## config.mk

```make
export PLATFORM = sky130hd
export DESIGN_NAME = security_access_lockout_fsm_top
export DESIGN_NICKNAME = d
export VERILOG_FILES = /design/src/hdl/sal_pkg.sv /design/src/hdl/sal_step.sv /design/src/hdl/security_access_lockout_fsm_top.sv
export SDC_FILE = /design/constraint.sdc
export NUM_CORES = 1
export LEC_CHECK = 0
export ABC_AREA = 1
export BUFFER_PORTS_ARGS = -buffer_cell sky130_fd_sc_hd__buf_2
export CAP_MARGIN = 10
export CORE_MARGIN = 2
export CORE_UTILIZATION = 56
export CTS_BUF_LIST = sky130_fd_sc_hd__clkbuf_8 sky130_fd_sc_hd__clkbuf_16
export CTS_CLUSTER_SIZE = 25
export DETAILED_ROUTE_END_ITERATION = 12
export HOLD_SLACK_MARGIN = 0.15
export PLACE_DENSITY = 0.86
export SYNTH_ARGS = -nofsm -noshare
export SYNTH_HDL_FRONTEND = slang
export SYNTH_SLANG_ARGS = --single-unit
export TNS_END_PERCENT = 20
```

## constraint.sdc

```tcl
create_clock -name aclk -period 7.4 [get_ports aclk]
set_clock_uncertainty 0.05 [all_clocks]
set_input_delay 1.48 -clock aclk [delete_from_list [all_inputs] [get_ports aclk]]
set_output_delay 1.48 -clock aclk [all_outputs]
set_load 0.01 [all_outputs]
```

## src/hdl/sal_pkg.sv

```systemverilog
// ----------------------------------------------------------------------------
// sal_pkg: shared types and constants for the security access lockout block
// Payload words, state record, kind/status/register codes and fixed sizes.
// ----------------------------------------------------------------------------
package sal_pkg;

    // Fixed sizes of the seed/key exchange
    localparam int SeedBytes = 8;
    localparam int KeyBytes  = 4;

    localparam logic [63:0] SeedMask = (SeedBytes >= 8) ? {64{1'b1}} :
        ((64'd1 << (8 * SeedBytes)) - 64'd1);
    localparam logic [3:0]  SeedLen        = 4'(SeedBytes);
    localparam logic [7:0]  KeyLen         = 8'(KeyBytes);
    localparam logic [7:0]  SeedLenBytes   = 8'(SeedBytes);
    localparam logic [7:0]  OddMask        = 8'h01;
    localparam logic [31:0] LockoutDefault = 32'd10000;
    localparam logic [7:0]  AttemptLimitRst = 8'd3;
    localparam logic [31:0] LockoutTimeRst  = 32'd10000;

    // Item kinds
    typedef enum logic [2:0] {
        KIND_REQ_SEED = 3'd0,
        KIND_SEND_KEY = 3'd1,
        KIND_TICK     = 3'd2,
        KIND_SESS_RST = 3'd3,
        KIND_RESTORE  = 3'd4
    } sal_kind_t;

    // Result status codes
    typedef enum logic [2:0] {
        ST_OK          = 3'd0,
        ST_BAD_PARAM   = 3'd1,
        ST_EXCEEDED    = 3'd2,
        ST_SEED_UNAVL  = 3'd3,
        ST_BUF_SMALL   = 3'd4,
        ST_OUT_RANGE   = 3'd5,
        ST_BAD_KEY     = 3'd6
    } sal_status_t;

    // Configuration register indexes
    localparam logic [7:0] CFG_ATTEMPT_LIMIT = 8'd0;
    localparam logic [7:0] CFG_LOCKOUT_TIME  = 8'd1;

    typedef struct packed {
        logic [2:0]  kind;
        logic [7:0]  level;
        logic [63:0] seed_value;
        logic        seed_valid;
        logic [7:0]  buffer_length;
        logic [7:0]  key_length;
        logic        key_ok;
        logic [7:0]  restore_attempts;
        logic [31:0] restore_lockout_ms;
    } sal_in_t;

    typedef struct packed {
        logic [2:0]  status;
        logic [63:0] seed_out;
        logic [3:0]  seed_length;
        logic [7:0]  current_level;
        logic        level_active;
        logic        lockout_flag;
        logic [7:0]  attempts_now;
        logic [31:0] lockout_left_ms;
        logic        persist;
    } sal_out_t;

    // Session and lockout state carried between the step logic and the top
    typedef struct packed {
        logic [7:0]  active_lvl;
        logic [7:0]  pending_lvl;
        logic        seed_armed;
        logic [7:0]  fail_count;
        logic        locked;
        logic [31:0] lock_timer;
    } sal_state_t;

    // Configuration register values
    typedef struct packed {
        logic [7:0]  attempt_limit;
        logic [31:0] lockout_time_ms;
    } sal_cfg_t;

endpackage

```

## src/hdl/sal_step.sv

```systemverilog
// ----------------------------------------------------------------------------
// sal_step: one-item step of the seed/key controller
// Computes the next session/lockout state and the result word for one item.
// ----------------------------------------------------------------------------
module sal_step (
    input  sal_pkg::sal_state_t cur_state,
    input  sal_pkg::sal_cfg_t   cfg,
    input  sal_pkg::sal_in_t    item,
    output sal_pkg::sal_state_t nxt_state,
    output sal_pkg::sal_out_t   result
);
    import sal_pkg::*;

    logic [63:0] seed_m;
    logic [7:0]  expect_lvl;
    logic [7:0]  fail_inc;
    logic        key_good;
    logic [2:0]  status;
    logic [63:0] seed_out;
    logic [3:0]  seed_nbytes;
    logic        persist;

    assign seed_m     = item.seed_value & SeedMask;
    assign expect_lvl = (item.level != 8'd0) ? (item.level - 8'd1) : 8'd0;
    assign fail_inc   = (cur_state.fail_count == 8'hFF) ? cur_state.fail_count
                                                       : (cur_state.fail_count + 8'd1);
    assign key_good   = (item.key_length == KeyLen) && item.key_ok;

    // Decode the item kind and apply its rule
    always_comb begin
        nxt_state   = cur_state;
        status      = ST_OK;
        seed_out    = '0;
        seed_nbytes = '0;
        persist     = 1'b0;
        unique case (item.kind)
            KIND_REQ_SEED: begin
                if ((item.level & OddMask) == 8'd0) begin
                    status = ST_BAD_PARAM;
                end else if (cur_state.locked) begin
                    status = ST_EXCEEDED;
                end else if (item.buffer_length < SeedLenBytes) begin
                    status = ST_BUF_SMALL;
                end else if (cur_state.active_lvl == item.level) begin
                    // level already open: zero seed, drop any pending request
                    seed_nbytes           = SeedLen;
                    nxt_state.seed_armed  = 1'b0;
                    nxt_state.pending_lvl = '0;
                end else if (!item.seed_valid || seed_m == 64'd0) begin
                    status                = ST_SEED_UNAVL;
                    nxt_state.seed_armed  = 1'b0;
                    nxt_state.pending_lvl = '0;
                end else begin
                    seed_out              = seed_m;
                    seed_nbytes           = SeedLen;
                    nxt_state.pending_lvl = item.level;
                    nxt_state.seed_armed  = 1'b1;
                end
            end
            KIND_SEND_KEY: begin
                if (cur_state.locked) begin
                    status = ST_EXCEEDED;
                end else if (!cur_state.seed_armed) begin
                    status = ST_SEED_UNAVL;
                end else if (item.key_length == 8'd0) begin
                    status = ST_BAD_PARAM;
                end else if (expect_lvl != cur_state.pending_lvl) begin
                    status = ST_OUT_RANGE;
                end else begin
                    nxt_state.seed_armed = 1'b0;
                    persist              = 1'b1;
                    if (!key_good) begin
                        // count the failure, lock out once the limit is reached
                        if (fail_inc >= cfg.attempt_limit) begin
                            nxt_state.locked     = 1'b1;
                            nxt_state.lock_timer = (cfg.lockout_time_ms != 32'd0) ?
                                cfg.lockout_time_ms : LockoutDefault;
                            nxt_state.fail_count = '0;
                            status               = ST_EXCEEDED;
                        end else begin
                            nxt_state.fail_count = fail_inc;
                            status               = ST_BAD_KEY;
                        end
                    end else begin
                        nxt_state.active_lvl  = cur_state.pending_lvl;
                        nxt_state.fail_count  = '0;
                        nxt_state.pending_lvl = '0;
                    end
                end
            end
            KIND_TICK: begin
                // count the lockout down, release at zero
                if (cur_state.locked && cur_state.lock_timer != 32'd0) begin
                    nxt_state.lock_timer = cur_state.lock_timer - 32'd1;
                    if (cur_state.lock_timer == 32'd1) begin
                        nxt_state.locked = 1'b0;
                    end
                end
            end
            KIND_SESS_RST: begin
                nxt_state.active_lvl  = '0;
                nxt_state.seed_armed  = 1'b0;
                nxt_state.pending_lvl = '0;
            end
            KIND_RESTORE: begin
                nxt_state.active_lvl  = '0;
                nxt_state.seed_armed  = 1'b0;
                nxt_state.pending_lvl = '0;
                nxt_state.fail_count  = (item.restore_attempts <= cfg.attempt_limit) ?
                    item.restore_attempts : cfg.attempt_limit;
                nxt_state.locked      = (item.restore_lockout_ms != 32'd0);
                nxt_state.lock_timer  = item.restore_lockout_ms;
            end
            default: begin
                // unused kinds leave everything as is
            end
        endcase
    end

    // Build the result word from the updated state
    always_comb begin
        result.status          = status;
        result.seed_out        = seed_out;
        result.seed_length     = seed_nbytes;
        result.current_level   = nxt_state.active_lvl;
        result.level_active    = (item.level == nxt_state.active_lvl);
        result.lockout_flag    = nxt_state.locked;
        result.attempts_now    = nxt_state.fail_count;
        result.lockout_left_ms = nxt_state.lock_timer;
        result.persist         = persist;
    end

endmodule

```

## src/hdl/security_access_lockout_fsm_top.sv

```systemverilog
// A word accepted on the input passes the input register, then the result register, before it shows on m_data.
// Throughput: one word per cycle while m_ready is high; input register and result register each hold one word.
// The step logic between them is a single pass over the session/lockout registers.
// Reset (aresetn low, synchronous): both registers empty, state cleared,
// attempt_limit = 3, lockout_time_ms = 10000. Configuration writes are taken every cycle.
// ----------------------------------------------------------------------------
// security_access_lockout_fsm_top: seed/key security access controller
// Input register, single-pass step logic with state, and result register.
// ----------------------------------------------------------------------------
module security_access_lockout_fsm_top (
    input  logic              aclk,
    input  logic              aresetn,
    input  logic              s_valid,
    output logic              s_ready,
    input  sal_pkg::sal_in_t  s_data,
    output logic              m_valid,
    input  logic              m_ready,
    output sal_pkg::sal_out_t m_data,
    input  logic              cfg_valid,
    output logic              cfg_ready,
    input  logic [7:0]        cfg_index,
    input  logic [31:0]       cfg_data
);
    import sal_pkg::*;

    logic       in_valid_reg;
    sal_in_t    in_data_reg;
    logic       out_valid_reg;
    sal_out_t   out_data_reg;
    sal_state_t state_reg;
    sal_state_t state_next;
    sal_cfg_t   cfg_reg;
    sal_out_t   result_next;
    logic       advance;

    // Move the held word into the result register when that slot frees up
    assign advance   = in_valid_reg && (!out_valid_reg || m_ready);
    assign s_ready   = !in_valid_reg || advance;
    assign m_valid   = out_valid_reg;
    assign m_data    = out_data_reg;
    assign cfg_ready = 1'b1;

    sal_step u_step (
        .cur_state (state_reg),
        .cfg       (cfg_reg),
        .item      (in_data_reg),
        .nxt_state (state_next),
        .result    (result_next)
    );

    // Input register
    always_ff @(posedge aclk) begin
        if (!aresetn) begin
            in_valid_reg <= 1'b0;
        end else if (s_valid && s_ready) begin
            in_valid_reg <= 1'b1;
        end else if (advance) begin
            in_valid_reg <= 1'b0;
        end
        if (s_valid && s_ready) begin
            in_data_reg <= s_data;
        end
    end

    // Result register and state update
    always_ff @(posedge aclk) begin
        if (!aresetn) begin
            out_valid_reg <= 1'b0;
            state_reg     <= '0;
        end else begin
            if (advance) begin
                out_valid_reg <= 1'b1;
                state_reg     <= state_next;
            end else if (m_ready) begin
                out_valid_reg <= 1'b0;
            end
        end
        if (advance) begin
            out_data_reg <= result_next;
        end
    end

    // Configuration registers
    always_ff @(posedge aclk) begin
        if (!aresetn) begin
            cfg_reg.attempt_limit   <= AttemptLimitRst;
            cfg_reg.lockout_time_ms <= LockoutTimeRst;
        end else if (cfg_valid && cfg_ready) begin
            unique case (cfg_index)
                CFG_ATTEMPT_LIMIT: cfg_reg.attempt_limit   <= cfg_data[7:0];
                CFG_LOCKOUT_TIME:  cfg_reg.lockout_time_ms <= cfg_data;
                default: begin
                    // unmapped index: drop the write
                end
            endcase
        end
    end

endmodule

```

==> results.py <==
metrics = {
    "clock_network": {
        "cts_max_path_buffers": 3,
        "cts-root-buf": "clkbuf_16",
        "cts_sinks": 349,
        "h-tree-depth": 2,
        "cts-resized-gates": 0,
        "clkTransAtPathRegs_ns": 0.06,
        "postCtsHoldBufs": 0,
        "cts_tree": "yes",
        "cts_setup_buffers": 0,
        "clock_latency_ns": 0.55,
        "cts_buffers": 36,
    },
    "synthesis": {
        "synth_cell_types": 45,
        "syn_avg_cell_area_um2": 8.94,
        "syn_area_um2": 16500,
        "ys_seq_area_share_pct": 57.4,
        "yosys-top-cells-count": "321 x nand2_1, 282 x inv_1, 249 x edfxtp_1",
        "synth_edf_count": 249,
        "ys.flop_type": "edfxtp_1",
        "synth.most_common_cell": "nand2_1",
        "synth_top_area_share_pct": 45.3,
        "ys.warnings.count": 0,
        "yosys.area_share.simple_pct": 21.2,
        "synthArstFlopShare_pct": 0,
        "synth_top_area_cell": "edfxtp_1",
        "synth.top_cells.by_area": "edfxtp_1 45%, dfxtp_1 12%, nand2_1 7.3%",
        "synth_compound_area_share_pct": 10.2,
        "synth_mux_area_share_pct": 0,
        "synthAdderAreaFrac_pct": 1.59,
        "synth_top_family_by_area": "simple AND/OR/NAND/NOR gates",
        "synth_cells": 1846,
        "synth-xor-area-share_pct": 0.955,
        "synth-seq-cells": 349,
    },
    "sta": {
        "rsz0062_at_grt": "no",
        "finalCriticalPeriod_ns": 4.63,
        "setup_viol": 0,
        "setup_tns_ns": 0,
        "max_clock_freq_mhz": 216,
        "fin_ws_ns": 2.77,
        "finalMaxSlewViolations": 0,
        "tightest_slew_ns": 1.15,
        "hold_violations": 0,
        "period_share_pct": 62.6,
        "max-slew-margin-rel_pct": 23.1,
    },
    "final_layout": {
        "multi_input_area_um2": 5630,
        "utilization_pct": 67.4,
        "drive_gt1_share_pct": 18.6,
        "fillers": 2247,
        "seqCellArea_um2": 9480,
        "nets": 2322,
        "finish.instance_area_um2": 19400,
        "area_growth_pct": 17.8,
        "largest_reg_flops": 130,
    },
    "pwr": {
        "p_int_uw": 3390,
        "power.density_nw_per_um2": 237,
        "p_leak_uw": 0.00855,
        "p_switching_uw": 1210,
        "ir_drop_mv": 0.235,
        "p_sw_share_pct": 26.3,
        "clockPowerShare_pct": 39.4,
        "power_frac_seq_pct": 49.4,
        "combPwrFrac_pct": 11.2,
    },
    "setup_path": {
        "crit_fanout": 21,
        "crit_chain": "ha_1, inv_1, nor3_1, nand2_1, nor2_1, nand2_1, o21ai_0, ha_1, inv_1, nor2_1, o21ai_0, nand2_1, nand2_1, o2111ai_1, nand2_1, clkinv_1, nand2_2, clkinv_1, nand3_1, nand3_1, nand3_1, o21ai_0, inv_1",
        "worst_path_most_repeated_cell": "nand2_1",
        "endpoint_kind": "flop",
        "cp.required_ns": 7.82,
        "arrival_ns": 5.06,
        "crit_slowest_cell": "nand2_2",
        "path_class": "reg2reg",
        "cp-start-kind": "flop",
        "critPathMaxStageDelay_ns": 0.52,
    },
    "flow_run": {
        "cap_violations": 0,
    },
    "drt": {
        "drt_iter0_drc": 1493,
        "vias": 14400,
        "avgRoutedWirePerCell_um": 18.6,
        "first_pass_iters": 6,
        "drt_wl_total_mm": 47.4,
        "drtAntennaViolNets": 0,
        "via_per_inst": 5.67,
        "drc": 0,
    },
    "die": {
        "start_util_pct": 57.2,
        "coreArea_um2": 28900,
        "die_area_um2": 30900,
        "die_width_um": 176,
        "num_rows": 62,
        "die_y_um": 176,
        "ioPinCount": 303,
    },
    "run_status": {
        "status": "completed",
    },
    "placement": {
        "place_hpwl_mm": 33.7,
        "gp_congestion": 0.979,
        "port_buffers": 295,
        "place_area_um2": 18200,
        "dpl_worst_slack_ns": 2.82,
    },
    "global_routing": {
        "grt_pass1_wl_mm": 73.0,
        "track_usage_pct": 30.4,
        "grt_max_degree": 89,
        "globalRoute.totalOverflow": 0,
        "grt_pass1_vias": 13700,
        "antenna_found_initial": 9,
    },
    "hold_path": {
        "hold_path_class": "reg2reg",
    },
}
power by group through the flow:
stage	logic (µW)	clock network, µW	registers, µW
floorplan	300	0	2320
global placement	493	0	2310
detailed placement	505	0	2310
CTS	509	1830	2270
global route	573	1900	2280
finish	517	1810	2270
stage by stage:
step                power [µW]  cells  hold WS, ns
floorplan                 2620   1848        0.394
global placement          2800   2469        0.418
detailed placement        2810   2469        0.426
CTS                       4610   2535        0.435
global route              4760   2541        0.464
finish                    4610   2542        0.441
cell usage in the layout (no fill, tap or decap), types with 13 or more instances in the layout:
cell | Yosys | routed
nand3_1 | 113 | 113
clkbuf_16 | 0 | 36
o211ai_1 | 13 | 13
edfxtp_1 | 249 | 249
buf_2 | 2 | 295
inv_1 | 282 | 284
nand2_1 | 321 | 319
o22ai_1 | 15 | 15
a21oi_1 | 117 | 117
nand4_1 | 57 | 57
nor3_1 | 20 | 20
xor2_1 | 18 | 18
o21ai_0 | 112 | 112
dfxtp_1 | 100 | 100
ha_1 | 21 | 21
nor2_1 | 213 | 212
o21ai_1 | 37 | 37
nor4_1 | 31 | 31
per-layer routing:
layer / GRT usage, % / up-vias / share of wire (%)
met5: 0 / - / 0.057
met4: 12.1 / 4 / 3.9
met3: 7.32 / 138 / 9.8
met2: 49.1 / 810 / 47
met1: 39.7 / 6684 / 40
li1: - / 6773 / -
cell type report:
type	instances	area share, %
Clock buffer	37	4.70
Antenna cell	7	0.0901
Tap cell	384	2.47
Timing Repair Buffer	306	8.02
Multi-Input combinational cell	1142	28.9
Clock inverter	29	1.43
Sequential cell	349	48.8
Inverter	288	5.59
worst max-delay path, delay by kind of cell, from the launching register on:
family | cells | cell delay [ns]
compound gates | 4 | 0.80
buf+inv | 5 | 0.66
flops | 1 | 0.43
simple gates | 12 | 2.11
fa+ha+maj | 2 | 0.53
final timing paths:
| check | from | to | slack [ns] | cells after the start |
|---|---|---|---|---|
| max | state_reg[33] | state_reg[4] | 2.77 | 23 |
| min | state_reg[45] | state_reg[45] | 0.44 | 2 |
| max reg2reg | state_reg[33] | state_reg[4] | 2.77 | 23 |
| min reg2reg | state_reg[45] | state_reg[45] | 0.44 | 2 |
logic make-up (layout without fill, tap and decap cells):
group / count (synthesis) / count (layout)
AOI/OAI and AO/OA: 311 / 311
xor gates and xnor gates: 18 / 18
adders and majority gates: 21 / 21
buffers and inverters: 357 / 660
DFF: 349 / 349
other: 2 / 11
and+or+nand+nor: 788 / 788
Note: power is estimated with default switching activity, not from simulation.
